File: config.mk
export PLATFORM = sky130hd
export DESIGN_NAME = variant_quality_by_depth
export DESIGN_NICKNAME = d
export VERILOG_FILES = /design/src/rtl/vqd_pkg.sv /design/src/rtl/vqd_front.sv /design/src/rtl/vqd_queue.sv /design/src/rtl/vqd_back.sv /design/src/rtl/variant_quality_by_depth.sv
export SDC_FILE = /design/constraint.sdc
export NUM_CORES = 1
export LEC_CHECK = 0
export BUFFER_PORTS_ARGS = -buffer_cell sky130_fd_sc_hd__buf_2
export CORE_ASPECT_RATIO = 0.6
export CORE_MARGIN = 2
export CORE_UTILIZATION = 55
export DETAILED_ROUTE_END_ITERATION = 6
export PLACE_DENSITY = 0.8
export SKIP_LAST_GASP = 1
export SYNTH_ARGS = -nofsm -noshare
export SYNTH_HDL_FRONTEND = slang
export SYNTH_SLANG_ARGS = --single-unit
File: constraint.sdc
create_clock -name clock -period 10.5 [get_ports clock]
set_clock_uncertainty 0.05 [all_clocks]
set_input_delay 1.575 -clock clock [delete_from_list [all_inputs] [get_ports clock]]
set_output_delay 1.575 -clock clock [all_outputs]
set_load 0.02 [all_outputs]
File: src/rtl/vqd_pkg.sv
package vqd_pkg;

   // Field widths and fixed-point format.
   localparam int MAX_ALLELES = 4;
   localparam int FRAC_BITS   = 8;
   localparam int AD_W        = 16;
   localparam int QUAL_W      = 24;
   localparam int DEPTH_W     = 32;
   localparam int QD_W        = 16;

   // Only the first four allele depths are carried on the bus.
   localparam int SUM_ALLELES = (MAX_ALLELES < 4) ? MAX_ALLELES : 4;
   localparam int SUM_W       = AD_W + 2;

   // Default cap of 35.0, saturated to the register width.
   localparam longint CAP_RAW      = 64'd35 << FRAC_BITS;
   localparam longint CAP_MAX      = (64'd1 << QD_W) - 1;
   localparam longint CAP_RESET    = (CAP_RAW > CAP_MAX) ? CAP_MAX : CAP_RAW;
   localparam logic [QD_W-1:0] QD_CAP_RESET = QD_W'(CAP_RESET);

   // Divider runs one quotient bit per cycle.
   localparam int DIV_STEPS = QUAL_W;
   localparam int DIV_CNT_W = $clog2(DIV_STEPS);

   // Job queue between front and back.
   localparam int QUEUE_DEPTH = 4;
   localparam int QPTR_W      = $clog2(QUEUE_DEPTH);
   localparam int QCNT_W      = $clog2(QUEUE_DEPTH + 1);

   // Stream bus widths.
   localparam int REQ_TDATA_W = 128;
   localparam int RSP_TDATA_W = 56;

   typedef struct packed {
      logic              carries_variant;
      logic              has_ad;
      logic [AD_W-1:0]   ad_ref;
      logic [AD_W-1:0]   ad_alt1;
      logic [AD_W-1:0]   ad_alt2;
      logic [AD_W-1:0]   ad_alt3;
      logic              use_evidence;
      logic [AD_W-1:0]   evidence_count;
      logic [AD_W-1:0]   sample_dp;
      logic              qual_valid;
      logic [QUAL_W-1:0] phred_qual;
      logic              last;
   } vqd_genotype_type;

   typedef struct packed {
      logic               qual_valid;
      logic [QUAL_W-1:0]  qual;
      logic [DEPTH_W-1:0] depth;
   } vqd_job_type;

   typedef struct packed {
      logic               qd_valid;
      logic [QD_W-1:0]    qd;
      logic [DEPTH_W-1:0] depth_used;
   } vqd_result_type;

   typedef enum logic [1:0] {
      BACK_IDLE,
      BACK_DIV,
      BACK_DONE
   } back_state_type;

   // Saturating add of two accumulator-width values.
   function automatic logic [DEPTH_W-1:0] sat_add(input logic [DEPTH_W-1:0] a,
                                                   input logic [DEPTH_W-1:0] b);
      logic [DEPTH_W:0] s;
      s = {1'b0, a} + {1'b0, b};
      return s[DEPTH_W] ? {DEPTH_W{1'b1}} : s[DEPTH_W-1:0];
   endfunction

endpackage

File: src/rtl/vqd_front.sv
module vqd_front (
   input  logic                     clock,
   input  logic                     reset,
   input  logic                     accept,
   input  vqd_pkg::vqd_genotype_type gt,
   output logic                     push,
   output vqd_pkg::vqd_job_type     job
);
   import vqd_pkg::*;

   logic [DEPTH_W-1:0] total_ff, total_in;
   logic [DEPTH_W-1:0] restr_ff, restr_in;
   logic [AD_W-1:0]    ad [4];
   logic [SUM_W-1:0]   ad_sum;
   logic [SUM_W-1:0]   alt_sum;
   logic               use_ad;
   logic [DEPTH_W-1:0] add_val;
   logic [DEPTH_W-1:0] total_new;
   logic [DEPTH_W-1:0] restr_new;

   // Sum the allele depths of one genotype.
   always_comb begin
      ad[0] = gt.ad_ref;
      ad[1] = gt.ad_alt1;
      ad[2] = gt.ad_alt2;
      ad[3] = gt.ad_alt3;
      ad_sum = '0;
      for (int i = 0; i < SUM_ALLELES; i++) begin
         ad_sum = ad_sum + SUM_W'(ad[i]);
      end
      alt_sum = ad_sum - SUM_W'(gt.ad_ref);
      use_ad  = gt.has_ad && (ad_sum != '0);
   end

   // Choose the depth contribution and update both accumulators.
   always_comb begin
      if (use_ad) begin
         add_val = DEPTH_W'(ad_sum);
      end else if (gt.use_evidence) begin
         add_val = DEPTH_W'(gt.evidence_count);
      end else begin
         add_val = DEPTH_W'(gt.sample_dp);
      end
      total_new = gt.carries_variant ? sat_add(total_ff, add_val) : total_ff;
      if (gt.carries_variant && use_ad && (alt_sum > SUM_W'(1))) begin
         restr_new = sat_add(restr_ff, add_val);
      end else begin
         restr_new = restr_ff;
      end
   end

   // On the last genotype, hand the variant to the back end and start over.
   always_comb begin
      push           = accept && gt.last;
      job.qual_valid = gt.qual_valid;
      job.qual       = gt.phred_qual;
      job.depth      = (restr_new != '0) ? restr_new : total_new;
      total_in       = total_ff;
      restr_in       = restr_ff;
      if (accept) begin
         if (gt.last) begin
            total_in = '0;
            restr_in = '0;
         end else begin
            total_in = total_new;
            restr_in = restr_new;
         end
      end
   end

   always_ff @(posedge clock) begin
      if (reset) begin
         total_ff <= '0;
         restr_ff <= '0;
      end else begin
         total_ff <= total_in;
         restr_ff <= restr_in;
      end
   end

endmodule

File: src/rtl/vqd_queue.sv
module vqd_queue (
   input  logic                 clock,
   input  logic                 reset,
   input  logic                 push,
   input  vqd_pkg::vqd_job_type push_job,
   input  logic                 pop,
   output vqd_pkg::vqd_job_type pop_job,
   output logic                 full,
   output logic                 empty
);
   import vqd_pkg::*;

   vqd_job_type       mem_ff [QUEUE_DEPTH];
   logic [QPTR_W-1:0] wr_ptr_ff, wr_ptr_in;
   logic [QPTR_W-1:0] rd_ptr_ff, rd_ptr_in;
   logic [QCNT_W-1:0] count_ff, count_in;

   function automatic logic [QPTR_W-1:0] ptr_next(input logic [QPTR_W-1:0] p);
      return (p == QPTR_W'(QUEUE_DEPTH - 1)) ? '0 : p + QPTR_W'(1);
   endfunction

   // Pointer and fill count update.
   always_comb begin
      full      = (count_ff == QCNT_W'(QUEUE_DEPTH));
      empty     = (count_ff == '0);
      pop_job   = mem_ff[rd_ptr_ff];
      wr_ptr_in = push ? ptr_next(wr_ptr_ff) : wr_ptr_ff;
      rd_ptr_in = pop ? ptr_next(rd_ptr_ff) : rd_ptr_ff;
      count_in  = count_ff;
      if (push && !pop) begin
         count_in = count_ff + QCNT_W'(1);
      end else if (pop && !push) begin
         count_in = count_ff - QCNT_W'(1);
      end
   end

   always_ff @(posedge clock) begin
      if (reset) begin
         wr_ptr_ff <= '0;
         rd_ptr_ff <= '0;
         count_ff  <= '0;
      end else begin
         wr_ptr_ff <= wr_ptr_in;
         rd_ptr_ff <= rd_ptr_in;
         count_ff  <= count_in;
      end
   end

   // Entry storage needs no reset.
   always_ff @(posedge clock) begin
      if (push) begin
         mem_ff[wr_ptr_ff] <= push_job;
      end
   end

endmodule

File: src/rtl/vqd_back.sv
module vqd_back (
   input  logic                         clock,
   input  logic                         reset,
   input  logic                         q_empty,
   input  vqd_pkg::vqd_job_type         q_job,
   output logic                         q_pop,
   input  logic [vqd_pkg::QD_W-1:0]     qd_cap,
   output logic                         rsp_valid,
   input  logic                         rsp_ready,
   output vqd_pkg::vqd_result_type      rsp
);
   import vqd_pkg::*;

   back_state_type     state_ff, state_in;
   logic [DIV_CNT_W-1:0] cnt_ff, cnt_in;
   logic [QUAL_W-1:0]  quo_ff;
   logic [DEPTH_W-1:0] rem_ff;
   logic [DEPTH_W-1:0] depth_ff;
   logic               qvalid_ff;
   logic               out_valid_ff, out_valid_in;
   vqd_result_type     out_ff;

   logic               load;
   logic               step;
   logic               out_load;
   logic [DEPTH_W:0]   trial;
   logic               fits;
   logic [DEPTH_W-1:0] rem_next;
   logic [QUAL_W-1:0]  quo_next;
   vqd_result_type     result;

   // One restoring division step.
   always_comb begin
      trial    = {rem_ff, quo_ff[QUAL_W-1]};
      fits     = (trial >= {1'b0, depth_ff});
      rem_next = fits ? DEPTH_W'(trial - {1'b0, depth_ff}) : trial[DEPTH_W-1:0];
      quo_next = {quo_ff[QUAL_W-2:0], fits};
   end

   // Clamp the quotient and mask it when there is no quality or no depth.
   always_comb begin
      result.qd_valid   = qvalid_ff && (depth_ff != '0);
      result.depth_used = depth_ff;
      if (!result.qd_valid) begin
         result.qd = '0;
      end else if (quo_ff > QUAL_W'(qd_cap)) begin
         result.qd = qd_cap;
      end else begin
         result.qd = quo_ff[QD_W-1:0];
      end
   end

   // Sequencer: take a job, divide, then wait for the output register.
   always_comb begin
      state_in = state_ff;
      cnt_in   = cnt_ff;
      load     = 1'b0;
      step     = 1'b0;
      out_load = 1'b0;
      q_pop    = 1'b0;
      case (state_ff)
         BACK_IDLE: begin
            if (!q_empty) begin
               q_pop    = 1'b1;
               load     = 1'b1;
               cnt_in   = '0;
               state_in = BACK_DIV;
            end
         end
         BACK_DIV: begin
            step   = 1'b1;
            cnt_in = cnt_ff + DIV_CNT_W'(1);
            if (cnt_ff == DIV_CNT_W'(DIV_STEPS - 1)) begin
               state_in = BACK_DONE;
            end
         end
         BACK_DONE: begin
            if (!out_valid_ff || rsp_ready) begin
               out_load = 1'b1;
               state_in = BACK_IDLE;
            end
         end
         default: begin
            state_in = BACK_IDLE;
         end
      endcase
      if (out_load) begin
         out_valid_in = 1'b1;
      end else if (rsp_ready) begin
         out_valid_in = 1'b0;
      end else begin
         out_valid_in = out_valid_ff;
      end
   end

   always_ff @(posedge clock) begin
      if (reset) begin
         state_ff     <= BACK_IDLE;
         cnt_ff       <= '0;
         out_valid_ff <= 1'b0;
      end else begin
         state_ff     <= state_in;
         cnt_ff       <= cnt_in;
         out_valid_ff <= out_valid_in;
      end
   end

   // Divider datapath and output register.
   always_ff @(posedge clock) begin
      if (load) begin
         quo_ff    <= q_job.qual;
         rem_ff    <= '0;
         depth_ff  <= q_job.depth;
         qvalid_ff <= q_job.qual_valid;
      end else if (step) begin
         quo_ff <= quo_next;
         rem_ff <= rem_next;
      end
      if (out_load) begin
         out_ff <= result;
      end
   end

   assign rsp_valid = out_valid_ff;
   assign rsp       = out_ff;

endmodule

File: src/rtl/variant_quality_by_depth.sv
// Genotypes are accepted one per cycle while the job queue is not full; the
// depth sums settle in the same cycle. Each variant passes through the queue
// to the back end, which divides one quotient bit per cycle and takes a new
// job only once the last result is loaded; a four-entry queue buffers variants.
// Synchronous active-high reset clears the accumulators, queue and sequencer,
// and loads the quality-by-depth cap with 35.0.
module variant_quality_by_depth (
   input  logic                               clock,
   input  logic                               reset,
   // req_tdata, from bit 0: carries_variant, has_ad, ad_ref, ad_alt1, ad_alt2,
   // ad_alt3, use_evidence, evidence_count, sample_dp, qual_valid, phred_qual,
   // zero fill.
   input  logic                               req_tvalid,
   output logic                               req_tready,
   input  logic [vqd_pkg::REQ_TDATA_W-1:0]    req_tdata,
   input  logic                               req_tlast,
   // rsp_tdata, from bit 0: qd_valid, qd, depth_used, zero fill.
   output logic                               rsp_tvalid,
   input  logic                               rsp_tready,
   output logic [vqd_pkg::RSP_TDATA_W-1:0]    rsp_tdata,
   input  logic                               csr_valid,
   output logic                               csr_ready,
   input  logic [vqd_pkg::QD_W-1:0]           csr_data
);
   import vqd_pkg::*;

   localparam int RES_BITS = $bits(vqd_result_type);

   logic [QD_W-1:0]  cap_ff, cap_in;
   vqd_genotype_type gt;
   logic             req_accept;
   logic             push;
   vqd_job_type      push_job;
   vqd_job_type      pop_job;
   logic             q_pop;
   logic             q_full;
   logic             q_empty;
   vqd_result_type   rsp;

   // Configuration register.
   assign csr_ready = 1'b1;
   assign cap_in    = (csr_valid && csr_ready) ? csr_data : cap_ff;

   always_ff @(posedge clock) begin
      if (reset) begin
         cap_ff <= QD_CAP_RESET;
      end else begin
         cap_ff <= cap_in;
      end
   end

   // Unpack the request transaction into genotype fields.
   always_comb begin
      gt.carries_variant = req_tdata[0];
      gt.has_ad          = req_tdata[1];
      gt.ad_ref          = req_tdata[17:2];
      gt.ad_alt1         = req_tdata[33:18];
      gt.ad_alt2         = req_tdata[49:34];
      gt.ad_alt3         = req_tdata[65:50];
      gt.use_evidence    = req_tdata[66];
      gt.evidence_count  = req_tdata[82:67];
      gt.sample_dp       = req_tdata[98:83];
      gt.qual_valid      = req_tdata[99];
      gt.phred_qual      = req_tdata[123:100];
      gt.last            = req_tlast;
   end

   assign req_tready = !q_full;
   assign req_accept = req_tvalid && req_tready;

   vqd_front u_front (
      .clock  (clock),
      .reset  (reset),
      .accept (req_accept),
      .gt     (gt),
      .push   (push),
      .job    (push_job)
   );

   vqd_queue u_queue (
      .clock    (clock),
      .reset    (reset),
      .push     (push),
      .push_job (push_job),
      .pop      (q_pop),
      .pop_job  (pop_job),
      .full     (q_full),
      .empty    (q_empty)
   );

   vqd_back u_back (
      .clock     (clock),
      .reset     (reset),
      .q_empty   (q_empty),
      .q_job     (pop_job),
      .q_pop     (q_pop),
      .qd_cap    (cap_ff),
      .rsp_valid (rsp_tvalid),
      .rsp_ready (rsp_tready),
      .rsp       (rsp)
   );

   // Pack the response transaction, lowest field first.
   assign rsp_tdata = {{(RSP_TDATA_W - RES_BITS){1'b0}},
                       rsp.depth_used, rsp.qd, rsp.qd_valid};

`ifndef SYNTHESIS
   // The back end never takes a job from an empty queue.
   a_pop_nonempty: assert property (@(posedge clock) disable iff (reset)
      q_pop |-> !q_empty)
      else $error("job taken from empty queue");

   // A last genotype always leaves a job waiting for the back end.
   a_last_queued: assert property (@(posedge clock) disable iff (reset)
      (req_tvalid && req_tready && req_tlast) |=> !q_empty)
      else $error("last genotype did not queue a job");

   // An invalid result carries a zero quotient.
   a_invalid_zero: assert property (@(posedge clock) disable iff (reset)
      (rsp_tvalid && !rsp_tdata[0]) |-> (rsp_tdata[16:1] == '0))
      else $error("invalid result with nonzero quotient");
`endif

endmodule
==> impl_metrics.yaml <==
status:
  run_status: "finished, final reports clean"
timing:
  finalSetupViolCount: 0
  worstMarginPinSlew_ps: 1260
  finalHoldViolations: 0
  fin_crit_sh_pct: 99.3
  finalWorstPathRequiredPeriod_ps: 10430
  worst_slack_ps: 70.8
  max_clock_freq_ghz: 0.0959
  slew_headroom_pct: 16.0
  rsz0062_at_grt: "true"
  drv_slew: 0
cts:
  h-tree-depth: 2
  clk_pin_slew_ps: 80
  clk_latency_ps: 560
  cts_made_buffers: 38
  cts_tree: "done"
  cts.sinks: 463
  clk_path_buf_depth: 3
  cts_root_buffer: "clkbuf_16"
critical_path:
  required_ps: 10820
  slowest_stage: "fa_1"
  arrival_ps: 10740
  cp_max_fo: 6
  reg2reg_slack_ps: 5270
  cp-start-kind: "input pin"
  startpoint: "req_tdata[2]"
  cp-end-kind: "register"
  cp_num_buf_inv: 6
  worstSetupPathType: "input pin to register"
  worstReg2RegEnd: "u_back.rem_ff[2]"
  r2r_start: "u_back.depth_ff[1]"
  r2r_cells: 16
  cpLargestDelayFamily: "compound AO/OA/AOI/OAI gates"
  critPathMaxStageDelay_ps: 500
global_routing:
  track_usage_pct: 30.7
  grt_max_degree: 61
  antenna_found_initial: 1
  overflow: 0
  grt_pass1_wl_um: 115000
  grt_pass1_vias: 20800
cells_and_area:
  drive_gt1_share_pct: 26.0
  fillers: 3288
  finalNetCount: 3131
  area_delta_synth_final_pct: 21.9
  utilization_pct: 67.7
logic_synthesis:
  yosysSeqAreaShare_pct: 49.2
  synth.distinct_cells: 88
  synth_xor_area_share_pct: 2.77
  synth_compound_gate_area_share_pct: 14.7
  synth_top_family_by_area: "compound AO/OA/AOI/OAI gates"
  ys_warn_count: 0
  yosys.area_share.simple_pct: 12.7
  syn_area_per_cell_sq_um: 10.7
  synthAdderAreaFrac_pct: 8.58
  netlist_area_sq_um: 25600
  yosys_most_used_dff: "edfxtp_1"
  synth_cells: 2390
  synth.area.mux_share_pct: 7.81
  synth_async_sr_flop_share_pct: 0
  synth.ff_latch_count: 463
  synth_edf_count: 334
place:
  pre_cts_slack_ps: -1480
  port_buffers: 196
  gp_congestion: 0.946
  dp_hpwl_um: 52300
min_path:
  min_from: "u_back.depth_ff[2]"
  hold_class: "register to register"
  min_to: "u_back.rsp[2]"
  hold-path-cell-count: 0
floorplan:
  row_count: 61
  die_area_sq_um: 48400
  die_x_um: 283
  initial_core_util_pct: 55.5
  pin_count: 209
  coreArea_sq_um: 46200
  dieHeight_um: 171
power_and_ir_drop:
  p_per_area_nw_per_um2: 238
  leakage_uw: 0.0128
  ir_worst_vdd_mv: 0.152
route:
  via_per_inst: 6.16
  drt_wl_total_um: 75500
  remaining_drc_errors: 0
  route.antenna.remaining_nets: 0
  wire_per_inst_um: 21.7
  vias: 21500
  drtPass1Iterations: 5
  drtIter0Drc: 2542
run:
  cap_violations: 0
==> sequential cells by signal, summed over array words and instances (netlist names), named ones only <==
register           count
u_queue.wr_ptr_ff      2
u_front.restr_ff      32
u_back.rem_ff         32
u_back.cnt_ff          5
u_queue.mem_ff       228
u_back.rsp            49
u_back.state_ff        2
u_queue.rd_ptr_ff      2
u_back.depth_ff       32
u_front.total_ff      32
u_back.rsp_valid       1
u_back.quo_ff         24
u_back.qvalid_ff       1
cap_ff                16
u_queue.count_ff       3
==> per-stage QoR <==
stage / hold WS (ps) / instances / power [uW] / setup TNS [ps] / area, sq um
2_1_floorplan: 398 / 2396 / 4470 / 0 / 25700
3_3_place_gp: 406 / 3382 / 5530 / -135530 / 29000
3_5_place_dp: 429 / 3382 / 5650 / -202840 / 29000
4_1_cts: 439 / 3472 / 7240 / -2910 / 30800
5_1_grt: 457 / 3480 / 7810 / -32150 / 31300
6_report: 441 / 3481 / 7450 / 0 / 31300
==> cells by family (layout without fill, tap and decap cells) <==
logic type      count (synthesis)  after routing
flops                         463            463
xor+xnor                       81             81
other cells                     2             10
buf+inv                       276            729
fa+ha+maj                     162            162
compound gates                591            591
mux                           128            128
simple gates                  687            687
==> layout make-up <==
cell class,count,area (sq um),share of cell area [%]
Antenna cell,2,5.00,0.0160
Clock buffer,46,981,3.14
Clock inverter,24,273,0.873
Inverter,179,672,2.15
Multi-Input combinational cell,1657,12700,40.6
Sequential cell,463,12600,40.4
Tap cell,630,788,2.52
Timing Repair Buffer,480,3230,10.3
==> power breakdown <==
part | internal (uW) | switching (uW) | total, uW
sequential | 2300 | 231 | 2530
clock | 801 | 686 | 1490
combinational | 1410 | 2020 | 3430
==> placed cells by master (no fill, tap or decap), drive strengths merged, types with 26 or more instances in the layout <==
| cell type | count |
|---|---|
| a21o | 44 |
| a21oi | 182 |
| buf | 478 |
| clkbuf | 48 |
| dfxtp | 129 |
| edfxtp | 334 |
| ha | 139 |
| inv | 182 |
| mux2i | 65 |
| mux4 | 57 |
| nand2 | 187 |
| nand3 | 62 |
| nand4 | 26 |
| nor2 | 215 |
| nor3 | 37 |
| o21ai | 153 |
| xnor2 | 43 |
| xor2 | 38 |
==> cells in the mapped netlist (18+ instances only) <==
cell,count,area [sq um]
mux2i_1,65,651
o21ai_0,132,661
ha_1,139,1740
nand2b_1,23,144
xor2_1,38,333
o21ai_1,21,105
mux4_2,57,1280
nor2_1,215,807
a21o_1,44,330
nand2_1,187,702
edfxtp_1,334,10000
and3_1,20,125
xnor2_1,43,377
nor4_1,21,131
a31oi_1,18,113
o21a_1,18,135
dfxtp_1,129,2580
nor3_1,37,185
fa_1,23,460
o22ai_1,23,144
inv_1,178,668
nand3_1,61,305
clkbuf_1,70,263
nand4_1,26,163
a21oi_1,180,901
==> what timing repair did <==
action / 4_1_cts / 5_1_grt
endpoints found under the hold margin: 0 / 0
pin swaps: 26 / 32
gates resized for setup: 87 / 76
endpoints found under the setup margin: 155 / 162
hold buffers: 0 / 0
setup buffers: 19 / 7
cloned: 1 / 2
==> worst register-to-register path, stage by stage, from the launching register on <==
cell and delay, ps:
edfxtp_1 470, inv_1 70, ha_1 310, nor2b_1 140, o21ai_0 270, a21boi_0 260
o2111ai_1 320, a32oi_1 240, a21boi_0 680, o31a_1 250, nor3b_1 390, o31a_1 250
nor2b_4 540, buf_4 470, nor3_1 120, a21oi_1 160, o21ai_0 110
==> layer usage <==
metal  vias up  share of wire, %  track usage, %
met4         0               2.1            6.58
met3       162                11            6.91
met2      1194                44            47.1
met1     10400                42            44.6
met5         -                 0               0
li1       9681                 -               -
==> worst max path at each step <==
stage                     slack, ps  depth (start not counted)               endpoint
final                            70                         45  u_queue.mem_ff[1][20]
after global routing           -380                         46   u_queue.mem_ff[0][2]
after CTS                       -70                         43   u_queue.mem_ff[2][7]
after detailed placement      -1480                         45  u_queue.mem_ff[0][23]
after global placement        -1040                         46   u_queue.mem_ff[0][6]
after floorplan                  10                         40  u_queue.mem_ff[0][19]
(Power assumes the default switching activity.)
